File: src/rrsas_pkg.sv
// Shared types, register indexes and sizing constants for the round-robin scheduler.
package rrsas_pkg;

   // Default number of task slots
   localparam int unsigned MAX_TASKS_DEF = 16;

   // Field widths
   localparam int unsigned TIME_W   = 32;
   localparam int unsigned SLICE_W  = 16;
   localparam int unsigned COUNT_W  = 5;
   localparam int unsigned OUT_TASK_W = 4;
   localparam int unsigned CSR_IDX_W  = 2;
   localparam int unsigned CSR_DATA_W = 16;

   // Reset value of the slice length
   localparam logic [SLICE_W-1:0] SLICE_RESET = SLICE_W'(10);

   // Configuration register indexes
   localparam logic [CSR_IDX_W-1:0] CSR_SCHED_ENABLE = 2'd0;
   localparam logic [CSR_IDX_W-1:0] CSR_SLICE_MS     = 2'd1;
   localparam logic [CSR_IDX_W-1:0] CSR_TASK_COUNT   = 2'd2;

   // Request actions
   localparam logic ACT_TICK  = 1'b0;
   localparam logic ACT_SLEEP = 1'b1;

   typedef struct packed {
      logic              action;
      logic [TIME_W-1:0] now_ms;
      logic [TIME_W-1:0] sleep_ms;
   } req_type;

   typedef struct packed {
      logic                  switched;
      logic                  had_previous;
      logic [OUT_TASK_W-1:0] prev_task;
      logic [OUT_TASK_W-1:0] next_task;
      logic                  first_run;
      logic                  none_ready;
   } rsp_type;

   typedef enum logic [2:0] {
      ST_IDLE,
      ST_READ,
      ST_CHECK,
      ST_MOD,
      ST_SCAN,
      ST_COMMIT,
      ST_OUT
   } state_type;

endpackage

File: src/round_robin_sleep_aware_scheduler.sv
// Top level: sleep-aware round-robin time-slice task picker.
//
// Each request carries the current millisecond time and either a tick or a
// sleep for the running task; each request yields exactly one response.
// The block works on one request at a time and holds req_stall high until it
// is back in idle. A request passes through the read and check states; when no
// switch is needed it goes straight to the output state, and when it switches
// it first runs the repeated-subtract unit that wraps the round-robin start
// index into the task count, then the scan, which reads one deadline per cycle
// from the deadline memory's single read port, then the commit state. The
// response register can then wait on rsp_stall.
// Deadlines and slice starts live in two small memories with per-entry valid
// bits, so reset needs no clearing pass. Configuration (sched_enable,
// slice_ms, task_count at indexes 0 to 2) must be written only while the
// block is idle.
module round_robin_sleep_aware_scheduler
   import rrsas_pkg::*;
#(
   parameter int unsigned MAX_TASKS = MAX_TASKS_DEF
) (
   input  logic                  clock,
   input  logic                  reset,
   // request channel
   input  logic                  req_valid,
   output logic                  req_stall,
   input  req_type               req_data,
   // response channel
   output logic                  rsp_valid,
   input  logic                  rsp_stall,
   output rsp_type               rsp_data,
   // configuration port
   input  logic                  csr_we,
   input  logic [CSR_IDX_W-1:0]  csr_index,
   input  logic [CSR_DATA_W-1:0] csr_wdata
);

   localparam int unsigned TIDX_W = $clog2(MAX_TASKS);
   localparam int unsigned CNT_W  = $clog2(MAX_TASKS + 1);
   localparam int unsigned CMP_W  = (CNT_W > COUNT_W) ? CNT_W : COUNT_W;
   localparam int unsigned EXT_W  = (TIDX_W > OUT_TASK_W) ? TIDX_W : OUT_TASK_W;

   // Control and configuration registers
   state_type             state_ff, state_in;
   logic                  enable_ff, enable_in;
   logic [SLICE_W-1:0]    slice_ms_ff, slice_ms_in;
   logic [COUNT_W-1:0]    task_count_ff, task_count_in;
   logic [TIDX_W-1:0]     cur_task_ff, cur_task_in;
   logic                  cur_valid_ff, cur_valid_in;
   logic [MAX_TASKS-1:0]  started_ff, started_in;
   logic [MAX_TASKS-1:0]  wake_vld_ff, wake_vld_in;
   logic [MAX_TASKS-1:0]  slice_vld_ff, slice_vld_in;
   logic                  rsp_valid_ff, rsp_valid_in;

   // Payload registers
   req_type               item_ff, item_in;
   rsp_type               res_ff, res_in;
   rsp_type               rsp_ff, rsp_in;
   logic [CNT_W-1:0]      mod_ff, mod_in;
   logic [TIDX_W-1:0]     cand_ff, cand_in;
   logic [CNT_W-1:0]      left_ff, left_in;
   logic                  pend_ff, pend_in;
   logic [TIDX_W-1:0]     pend_cand_ff, pend_cand_in;
   logic [TIDX_W-1:0]     nxt_ff, nxt_in;

   // Memories
   logic [TIME_W-1:0]     wake_mem [MAX_TASKS];
   logic [TIME_W-1:0]     slice_mem [MAX_TASKS];
   logic [TIME_W-1:0]     wake_rd_ff;
   logic [TIME_W-1:0]     slice_rd_ff;
   logic                  wake_rd_vld_ff;
   logic                  slice_rd_vld_ff;
   logic [TIDX_W-1:0]     rd_addr;
   logic                  wake_we;
   logic [TIDX_W-1:0]     wake_waddr;
   logic [TIME_W-1:0]     wake_wdata;
   logic                  slice_we;

   // Derived values
   logic [CMP_W-1:0]      count_ext;
   logic [CNT_W-1:0]      eff_count;
   logic [TIME_W-1:0]     wake_val;
   logic [TIME_W-1:0]     slice_val;
   logic [TIME_W-1:0]     elapsed;
   logic                  expired;
   logic                  cur_asleep;
   logic                  cand_awake;
   logic                  need;
   logic [TIDX_W-1:0]     cand_next;
   logic [EXT_W-1:0]      cur_ext;
   logic [EXT_W-1:0]      pend_ext;

   // Clamp the task count to the number of slots
   assign count_ext = CMP_W'(task_count_ff);
   assign eff_count = (count_ext > CMP_W'(MAX_TASKS)) ? CNT_W'(MAX_TASKS)
                                                      : CNT_W'(count_ext);

   // Entries never written read as zero
   assign wake_val  = wake_rd_vld_ff  ? wake_rd_ff  : '0;
   assign slice_val = slice_rd_vld_ff ? slice_rd_ff : '0;

   // Slice and sleep tests against the latched time
   assign elapsed    = item_ff.now_ms - slice_val;
   assign expired    = elapsed > TIME_W'(slice_ms_ff);
   assign cur_asleep = wake_val >= item_ff.now_ms;
   assign cand_awake = wake_val < item_ff.now_ms;
   assign need       = !cur_valid_ff || expired || cur_asleep;

   // Cyclic successor of the issued candidate
   assign cand_next = ((CNT_W'(cand_ff) + CNT_W'(1)) == eff_count) ? '0
                                                                    : cand_ff + TIDX_W'(1);

   assign cur_ext  = EXT_W'(cur_task_ff);
   assign pend_ext = EXT_W'(pend_cand_ff);

   // Memory port control
   assign rd_addr    = (state_ff == ST_SCAN) ? cand_ff : cur_task_ff;
   assign wake_we    = (state_ff == ST_IDLE) && req_valid && (req_data.action == ACT_SLEEP)
                       && cur_valid_ff;
   assign wake_waddr = cur_task_ff;
   assign wake_wdata = req_data.now_ms + req_data.sleep_ms;
   assign slice_we   = (state_ff == ST_COMMIT);

   // Deadline memory: one write port, one registered read port
   always_ff @(posedge clock) begin
      if (wake_we) begin
         wake_mem[wake_waddr] <= wake_wdata;
      end
      wake_rd_ff     <= wake_mem[rd_addr];
      wake_rd_vld_ff <= wake_vld_ff[rd_addr];
   end

   // Slice start memory: one write port, one registered read port
   always_ff @(posedge clock) begin
      if (slice_we) begin
         slice_mem[nxt_ff] <= item_ff.now_ms;
      end
      slice_rd_ff     <= slice_mem[rd_addr];
      slice_rd_vld_ff <= slice_vld_ff[rd_addr];
   end

   // Next state and datapath
   always_comb begin
      state_in      = state_ff;
      enable_in     = enable_ff;
      slice_ms_in   = slice_ms_ff;
      task_count_in = task_count_ff;
      cur_task_in   = cur_task_ff;
      cur_valid_in  = cur_valid_ff;
      started_in    = started_ff;
      wake_vld_in   = wake_vld_ff;
      slice_vld_in  = slice_vld_ff;
      rsp_valid_in  = rsp_valid_ff && rsp_stall;
      item_in       = item_ff;
      res_in        = res_ff;
      rsp_in        = rsp_ff;
      mod_in        = mod_ff;
      cand_in       = cand_ff;
      left_in       = left_ff;
      pend_in       = 1'b0;
      pend_cand_in  = pend_cand_ff;
      nxt_in        = nxt_ff;

      // Configuration writes
      if (csr_we) begin
         unique case (csr_index)
            CSR_SCHED_ENABLE: enable_in     = csr_wdata[0];
            CSR_SLICE_MS:     slice_ms_in   = csr_wdata[SLICE_W-1:0];
            CSR_TASK_COUNT:   task_count_in = csr_wdata[COUNT_W-1:0];
            default: ;
         endcase
      end

      unique case (state_ff)
         ST_IDLE: begin
            // Take a request; a sleep stores the running task's deadline
            if (req_valid) begin
               item_in = req_data;
               if (wake_we) begin
                  wake_vld_in[wake_waddr] = 1'b1;
               end
               state_in = ST_READ;
            end
         end

         ST_READ: begin
            // Read the running task's deadline and slice start
            state_in = ST_CHECK;
         end

         ST_CHECK: begin
            // Decide whether to switch; capture previous-task fields
            res_in.switched     = 1'b0;
            res_in.had_previous = cur_valid_ff;
            res_in.prev_task    = cur_valid_ff ? cur_ext[OUT_TASK_W-1:0] : '0;
            res_in.next_task    = '0;
            res_in.first_run    = 1'b0;
            res_in.none_ready   = 1'b0;
            if (enable_ff && (eff_count != '0) && need) begin
               mod_in   = cur_valid_ff ? (CNT_W'(cur_task_ff) + CNT_W'(1)) : '0;
               state_in = ST_MOD;
            end else begin
               state_in = ST_OUT;
            end
         end

         ST_MOD: begin
            // Wrap the start index into the task count, one subtract per cycle
            if (mod_ff >= eff_count) begin
               mod_in = mod_ff - eff_count;
            end else begin
               cand_in  = mod_ff[TIDX_W-1:0];
               left_in  = eff_count;
               state_in = ST_SCAN;
            end
         end

         ST_SCAN: begin
            // Issue one candidate read and test the previous one each cycle
            if (left_ff != '0) begin
               pend_in      = 1'b1;
               pend_cand_in = cand_ff;
               cand_in      = cand_next;
               left_in      = left_ff - CNT_W'(1);
            end
            if (pend_ff && cand_awake) begin
               pend_in           = 1'b0;
               nxt_in            = pend_cand_ff;
               res_in.next_task  = pend_ext[OUT_TASK_W-1:0];
               res_in.none_ready = 1'b0;
               state_in          = ST_COMMIT;
            end else if (left_ff == '0) begin
               pend_in           = 1'b0;
               nxt_in            = '0;
               res_in.next_task  = '0;
               res_in.none_ready = 1'b1;
               state_in          = ST_COMMIT;
            end
         end

         ST_COMMIT: begin
            // Start the chosen task: clear its deadline, stamp its slice
            res_in.switched       = 1'b1;
            res_in.first_run      = !started_ff[nxt_ff];
            started_in[nxt_ff]    = 1'b1;
            wake_vld_in[nxt_ff]   = 1'b0;
            slice_vld_in[nxt_ff]  = 1'b1;
            cur_task_in           = nxt_ff;
            cur_valid_in          = 1'b1;
            state_in              = ST_OUT;
         end

         ST_OUT: begin
            // Hand the result to the response register once it is free
            if (!rsp_valid_ff || !rsp_stall) begin
               rsp_in       = res_ff;
               rsp_valid_in = 1'b1;
               state_in     = ST_IDLE;
            end
         end

         default: state_in = ST_IDLE;
      endcase
   end

   // State register
   always_ff @(posedge clock) begin
      if (reset) begin
         state_ff <= ST_IDLE;
      end else begin
         state_ff <= state_in;
      end
   end

   // Control and configuration registers
   always_ff @(posedge clock) begin
      if (reset) begin
         enable_ff     <= 1'b0;
         slice_ms_ff   <= SLICE_RESET;
         task_count_ff <= '0;
         cur_task_ff   <= '0;
         cur_valid_ff  <= 1'b0;
         started_ff    <= '0;
         wake_vld_ff   <= '0;
         slice_vld_ff  <= '0;
         rsp_valid_ff  <= 1'b0;
         pend_ff       <= 1'b0;
      end else begin
         enable_ff     <= enable_in;
         slice_ms_ff   <= slice_ms_in;
         task_count_ff <= task_count_in;
         cur_task_ff   <= cur_task_in;
         cur_valid_ff  <= cur_valid_in;
         started_ff    <= started_in;
         wake_vld_ff   <= wake_vld_in;
         slice_vld_ff  <= slice_vld_in;
         rsp_valid_ff  <= rsp_valid_in;
         pend_ff       <= pend_in;
      end
   end

   // Payload registers
   always_ff @(posedge clock) begin
      item_ff      <= item_in;
      res_ff       <= res_in;
      rsp_ff       <= rsp_in;
      mod_ff       <= mod_in;
      cand_ff      <= cand_in;
      left_ff      <= left_in;
      pend_cand_ff <= pend_cand_in;
      nxt_ff       <= nxt_in;
   end

   assign req_stall = (state_ff != ST_IDLE);
   assign rsp_valid = rsp_valid_ff;
   assign rsp_data  = rsp_ff;

endmodule

File: config.mk
export PLATFORM = sky130hd
export DESIGN_NAME = round_robin_sleep_aware_scheduler
export DESIGN_NICKNAME = d
export VERILOG_FILES = /design/src/rrsas_pkg.sv /design/src/round_robin_sleep_aware_scheduler.sv
export SDC_FILE = /design/constraint.sdc
export NUM_CORES = 2
export LEC_CHECK = 0
export BUFFER_PORTS_ARGS = -buffer_cell sky130_fd_sc_hd__buf_2
export CAP_MARGIN = 10
export CORE_AREA = 4 4 440 399
export DETAILED_ROUTE_END_ITERATION = 8
export DIE_AREA = 0 0 444 403
export SYNTH_ARGS = -nofsm -noshare
export SYNTH_HDL_FRONTEND = slang
export SYNTH_SLANG_ARGS = --single-unit
File: constraint.sdc
create_clock -name clock -period 5.9 [get_ports clock]
set_clock_uncertainty 0.1 [all_clocks]
set_input_delay 0.295 -clock clock [delete_from_list [all_inputs] [get_ports clock]]
set_output_delay 0.295 -clock clock [all_outputs]
set_load 0.02 [all_outputs]
# After elaboration in Yosys (flattened, before gate mapping)
# Memory sizes are Yosys's and may differ from the RTL's. A register that Yosys moved wholly into a read port is not among the register bits.
# Index checks and enable logic that the tools add are counted.
dict set report word_totals {
  ff_bits 160
  ramBits 1024
  inputBits 88
  out_inout_bits 14
  elab_cells 164
  n_memories 2
}
# memory words word_bits rd rd_clocked_by_memory_dff wr line
set mem_list {}
lappend mem_list {slice_mem 16 32 1 1 1 round_robin_sleep_aware_scheduler.sv:67} ;# logic [TIME_W-1:0] slice_mem [MAX_TASKS];
lappend mem_list {wake_mem 16 32 1 1 1 round_robin_sleep_aware_scheduler.sv:66} ;# logic [TIME_W-1:0] wake_mem [MAX_TASKS];
dict set report op_classes {
  n_addsub 7
  n_lt_le_gt_ge 10
  eq_ne 17
  mux 50
  bitwise_logic 6
  reduce_logical 41
}
# cell n
set op_table {}
lappend op_table {{2-to-1 mux 32 bit} 2}
lappend op_table {{bitwise OR 16 bit} 3}
lappend op_table {{adder 32 bit} 1}
lappend op_table {{greater-or-equal comparator 32 bit} 1}
lappend op_table {{> comparator 32 x 16 -> 1 bit} 1}
lappend op_table {{less-than comparator 32 bit} 1}
lappend op_table {{2-to-1 mux 16 bit} 2}
lappend op_table {{case mux 16 bit (2 select lines)} 1}
lappend op_table {{subtractor 32 bit} 1}
lappend op_table {{2-to-1 mux 5 bit} 6}
lappend op_table {{2-to-1 mux 4 bit} 6}
lappend op_table {{case mux 3 bit (7 select lines)} 1}
lappend op_table {{case mux 5 bit (2 select lines)} 2}
lappend op_table {{2-to-1 mux 3 bit} 6}
lappend op_table {{bitwise AND 16 bit} 1}
lappend op_table {{inverter 16 bit} 1}
lappend op_table {{case mux 4 bit (2 select lines)} 2}
lappend op_table {{AND reduction 2 bit} 8}
lappend op_table {{less-than comparator 4 x 5 -> 1 bit (second input constant)} 3}
lappend op_table {{2-to-1 mux 1 bit} 14}
lappend op_table {{binary-select mux 1 bit (select 4 bit)} 3}
lappend op_table {{inequality test 2 bit (second input constant)} 6}
lappend op_table {{nonzero test 2 bit} 6}
lappend op_table {{adder 4 x 1 -> 5 bit (second input constant)} 2}
lappend op_table {{28 further kinds} 51}

# Longest topological paths before layout
dict set report depth {
  ltp_word 8
  depth_mapped 25
  depth_no_buf 24
}

# Worst setup path after synthesis
# Ideal clock, no wire load.
dict set report synth_timing {
  kind {register to register}
  from {reg state_ff[2]}
  to {mem wake_mem[0][0] (enable)}
  setup_ns 0.463
  arrival_time_ns 5.131
  required_ns 5.337
  path_slack_ns 0.206
  path_stages_with_launch 7
  n_path_buf 1
  synth_period_minus_slack_ns 5.694
  cell_sequence {dfxtp_1 > clkbuf_1 > or3_1 > nor2_1 > and3_1 > nand2_1 > nor3_1}
}
dict set report synth_between {
  elab_chain_len 6
}
# element line
set synth_lines {}
lappend synth_lines {{start, declared} round_robin_sleep_aware_scheduler.sv:43} ;# state_type state_ff, state_in;
lappend synth_lines {{start signal, assigned} round_robin_sleep_aware_scheduler.sv:270} ;# state_ff <= state_in;
lappend synth_lines {{zero test 3 bit} round_robin_sleep_aware_scheduler.sv:117} ;# assign wake_we = (state_ff == ST_IDLE) && req_valid && (req_data.action == ACT_SLEEP)
lappend synth_lines {{logical AND 1 bit (2 in a row)} round_robin_sleep_aware_scheduler.sv:117}
lappend synth_lines {{logical AND 1 bit} round_robin_sleep_aware_scheduler.sv:118} ;# && cur_valid_ff;
lappend synth_lines {{2-to-1 mux 1 bit} round_robin_sleep_aware_scheduler.sv:125} ;# if (wake_we) begin
lappend synth_lines {{2-to-1 mux 1 bit (not written as such)} round_robin_sleep_aware_scheduler.sv:126} ;# wake_mem[wake_waddr] <= wake_wdata;
lappend synth_lines {{end, declared} round_robin_sleep_aware_scheduler.sv:66}
# No other way between the ends.

# Final worst setup path
dict set report layout_timing {
  from {reg slice_rd_vld_ff}
  to {reg mod_ff[1] (enable)}
}
dict set report layout_between {
  elab_chain_len 8
}
# element line
set layout_lines {}
lappend layout_lines {{start, declared} round_robin_sleep_aware_scheduler.sv:71} ;# logic slice_rd_vld_ff;
lappend layout_lines {{start signal, assigned} round_robin_sleep_aware_scheduler.sv:138} ;# slice_rd_vld_ff <= slice_vld_ff[rd_addr];
lappend layout_lines {{2-to-1 mux 32 bit} round_robin_sleep_aware_scheduler.sv:99} ;# assign slice_val = slice_rd_vld_ff ? slice_rd_ff : '0;
lappend layout_lines {{subtractor 32 bit} round_robin_sleep_aware_scheduler.sv:102} ;# assign elapsed = item_ff.now_ms - slice_val;
lappend layout_lines {{> comparator 32 x 16 -> 1 bit} round_robin_sleep_aware_scheduler.sv:103} ;# assign expired = elapsed > TIME_W'(slice_ms_ff);
lappend layout_lines {{logical OR 1 bit (2 in a row)} round_robin_sleep_aware_scheduler.sv:106} ;# assign need = !cur_valid_ff || expired || cur_asleep;
lappend layout_lines {{logical AND 1 bit} round_robin_sleep_aware_scheduler.sv:198} ;# if (enable_ff && (eff_count != '0) && need) begin
lappend layout_lines {{inequality test 2 bit (no line)} -}
lappend layout_lines {{AND reduction 3 bit (no line)} -}
lappend layout_lines {{end signal, assigned} round_robin_sleep_aware_scheduler.sv:306} ;# mod_ff <= mod_in;
lappend layout_lines {{end, declared} round_robin_sleep_aware_scheduler.sv:58} ;# logic [CNT_W-1:0] mod_ff, mod_in;
# No other way between the ends.
# A chain may end at the register's enable or synchronous reset.

==> flow_summary.json <==
{
  "wirelength_mm": 131.8,
  "netlist.area_leader.share": 0.6487,
  "gp_congestion": 0.8072,
  "ys.warnings.count": 0,
  "ctsLongestPathBuffers": 3,
  "io_pins": 102,
  "synthCells": 3012,
  "ys_async_sr_fraction": 0,
  "io_buffer_count": 101,
  "via_count": 27590,
  "clkLatencyLatePin_ns": 0.74,
  "fin_crit_sh": 0.9032,
  "max-slew-margin-rel": 0.1982,
  "critPathKind": "reg2reg",
  "clock-sinks": 1248,
  "detail_route.vias_per_cell": 4.894,
  "cts_made_buffers": 133,
  "yosysSeqAreaShare": 0.7060,
  "hold_viol": 0,
  "power_density_mw_per_mm2": 399.9,
  "htreeDepth": 4,
  "crit_required_ns": 6.23,
  "dp_hpwl_mm": 80.55,
  "dieHeight_um": 403,
  "start_util": 0.2990,
  "antenna_found_initial": 7,
  "grt_pass1_wl_mm": 192.7,
  "synthTopCellsByCount": "1102 x edfxtp_1, 269 x mux4_2, 260 x nand2_1",
  "hold_path_class": "in2reg",
  "syn_nets": 3227,
  "syn_avg_cell_area_um2": 16.94,
  "yosysTopAreaCell": "edfxtp_1",
  "arrival_ns": 5.66,
  "rsz0062_at_grt": "false",
  "synth.area.top_cells": "edfxtp_1 65%, mux4_2 12%, dfxtp_1 5.7%",
  "die-area_mm2": 0.1789,
  "grt_usage": 0.1456,
  "cts_tree": "built",
  "worstSetupEndpointType": "register",
  "clkTransAtPathRegs_ns": 0.06,
  "status": "complete, no violations",
  "areaGrowthSynthToFinish_pct": 17.27,
  "crit_path_max_fanout": 13,
  "nNetsFinal": 3480,
  "firstDrtPassIters": 7,
  "rows": 144,
  "startpoint_type": "register",
  "grt-ovfl-total": 0,
  "tightestPinTransition_ns": 1.200,
  "coreArea_mm2": 0.1706,
  "chipWidth_um": 444,
  "ys_ff_latch": 1248,
  "cts-root-buf": "clkbuf_16",
  "drtAntennaViolNets": 0,
  "max_freq_ghz": 0.1877,
  "synth_most_common_cell": "edfxtp_1",
  "cap_violations": 0,
  "setup_viol": 0,
  "synthFlopType": "edfxtp_1",
  "avgRoutedWirePerCell_um": 23.37,
  "vdd_drop_max_mv": 0.2720,
  "netlist_area_mm2": 0.05101,
  "drc": 0,
  "final_layout_size_suffix_gt1_frac": 0.2205,
  "power_leakage_uw": 0.02025,
  "drtIter0Drc": 2157,
  "maxSlewViolCount": 0,
  "tns_ns": 0,
  "timing.hold.ws_ns": 0.06898,
  "ys_types": 75,
  "fin_crit_ns": 5.329,
  "synth_edf_count": 1102,
  "grt_max_degree": 83,
  "grt_pass1_vias": 28090
}
metal layers:
layer	GRT usage	part of all wire
met5	0	0
met4	0.04347	0.026
met3	0.02564	0.053
met2	0.2456	0.49
met1	0.1925	0.43
flip-flops by register name, summed over array words and instances, names as in the netlist, 12 cells and up:
| register | cells |
|---|---|
| wake_mem | 512 |
| slice_mem | 512 |
| slice_ms_ff | 16 |
| wake_vld_ff | 16 |
| res_ff | 12 |
| slice_rd_ff | 32 |
| rsp_data | 12 |
| slice_vld_ff | 16 |
| wake_rd_ff | 32 |
| item_ff | 32 |
| started_ff | 16 |
cells by family (layout without fill, tap and decap cells):
kind of cell / after synthesis / in the layout / synth area share
flops: 1248 / 1248 / 0.7060
simple gates: 668 / 668 / 0.06127
compound gates: 389 / 389 / 0.05048
mux: 282 / 282 / 0.1213
buf+inv: 233 / 595 / 0.01810
fa+ha+maj: 127 / 127 / 0.03159
xor+xnor: 65 / 65 / 0.01116
other cells: 0 / 1 / 0
cell type report:
type                    count  area, um^2
inverters                  97       364.1
well taps                2263        2831
clock buffers             181        3755
multi-input cells        1531       14360
flip-flops and latches   1248       36010
diodes                      1       2.502
fillers                 16020      110800
clock inverters            63       564.3
repair buffers            254        1922
worst paths after layout:
check / start / endpoint / slack, ns / cells after the start
worst max-delay path: slice_rd_vld_ff / mod_ff[1] / 0.57 / 23
worst min-delay path: req_valid / state_ff[0] / 0.07 / 5
worst max register to register: slice_rd_vld_ff / mod_ff[1] / 0.57 / 23
worst min register to register: res_ff[10] / rsp_data[10] / 0.32 / 0
cells in the final DEF, fill, tap and decap left out, types with 10 or more instances in the layout:
master	instances
clkbuf_8	14
xor2_1	20
mux4_2	269
nand2_1	259
dfxtp_1	146
buf_4	92
a211oi_1	71
nand4_1	18
nor2b_1	17
nand2b_1	13
clkbuf_1	29
o21ai_0	28
clkinv_1	18
xnor2_1	45
a21o_1	39
nand3_1	26
edfxtp_1	1102
nor3_1	14
dlygate4sd3_1	51
clkinv_2	17
clkbuf_16	138
ha_1	124
a21oi_1	102
a31oi_1	71
buf_12	11
buf_2	100
nor2_1	129
nor2_4	25
inv_1	97
o21ai_1	13
and2_1	108
inv_6	10
critical path: stages, from the launching register on:
cell and delay [ns]:
dfxtp_1 0.36, buf_4 0.21, nand2_1 0.11, ha_1 0.35, a21oi_1 0.21, nand2_1 0.09
o211ai_1 0.36, nand2_1 0.17, a31o_2 0.27, a21oi_1 0.17, xnor2_1 0.15, ha_1 0.27
a21o_1 0.18, a21oi_1 0.15, nor2b_1 0.06, nor4_1 0.25, buf_4 0.17, o2111ai_1 0.12
nor4_1 0.21, o211ai_1 0.14, nor4_2 0.37, nand4_1 0.16, o21ai_2 0.22, o21bai_1 0.19
report_power, final:
part / switching [uW] / internal (uW) / leakage [uW]
Sequential: 361 / 10500 / 0.0111
Combinational: 2880 / 2020 / 0.00699
Clock: 3390 / 4790 / 0.00213
metrics by stage:
stage	cells	instance area [um^2]	total power [uW]	setup WS, ns	util
after global routing	5637	59810	25030	0.001546	0.3506
final	5638	59820	23920	0.5711	0.3506
after floorplan	3012	51010	14280	0.2056	-
after CTS	5628	59740	24140	0.3546	0.3501
after global placement	5333	54910	15860	0.4319	0.3218
after detailed placement	5333	54910	15910	0.3941	0.3218
repair_timing:
item / in CTS / in global routing
setup buffers: 0 / 3
hold buffers: 51 / 0
resized for setup: 0 / 2
hold endpoints to repair: 55 / 0
setup endpoints to repair: 0 / 7
Power figures use the tool's default switching activity.
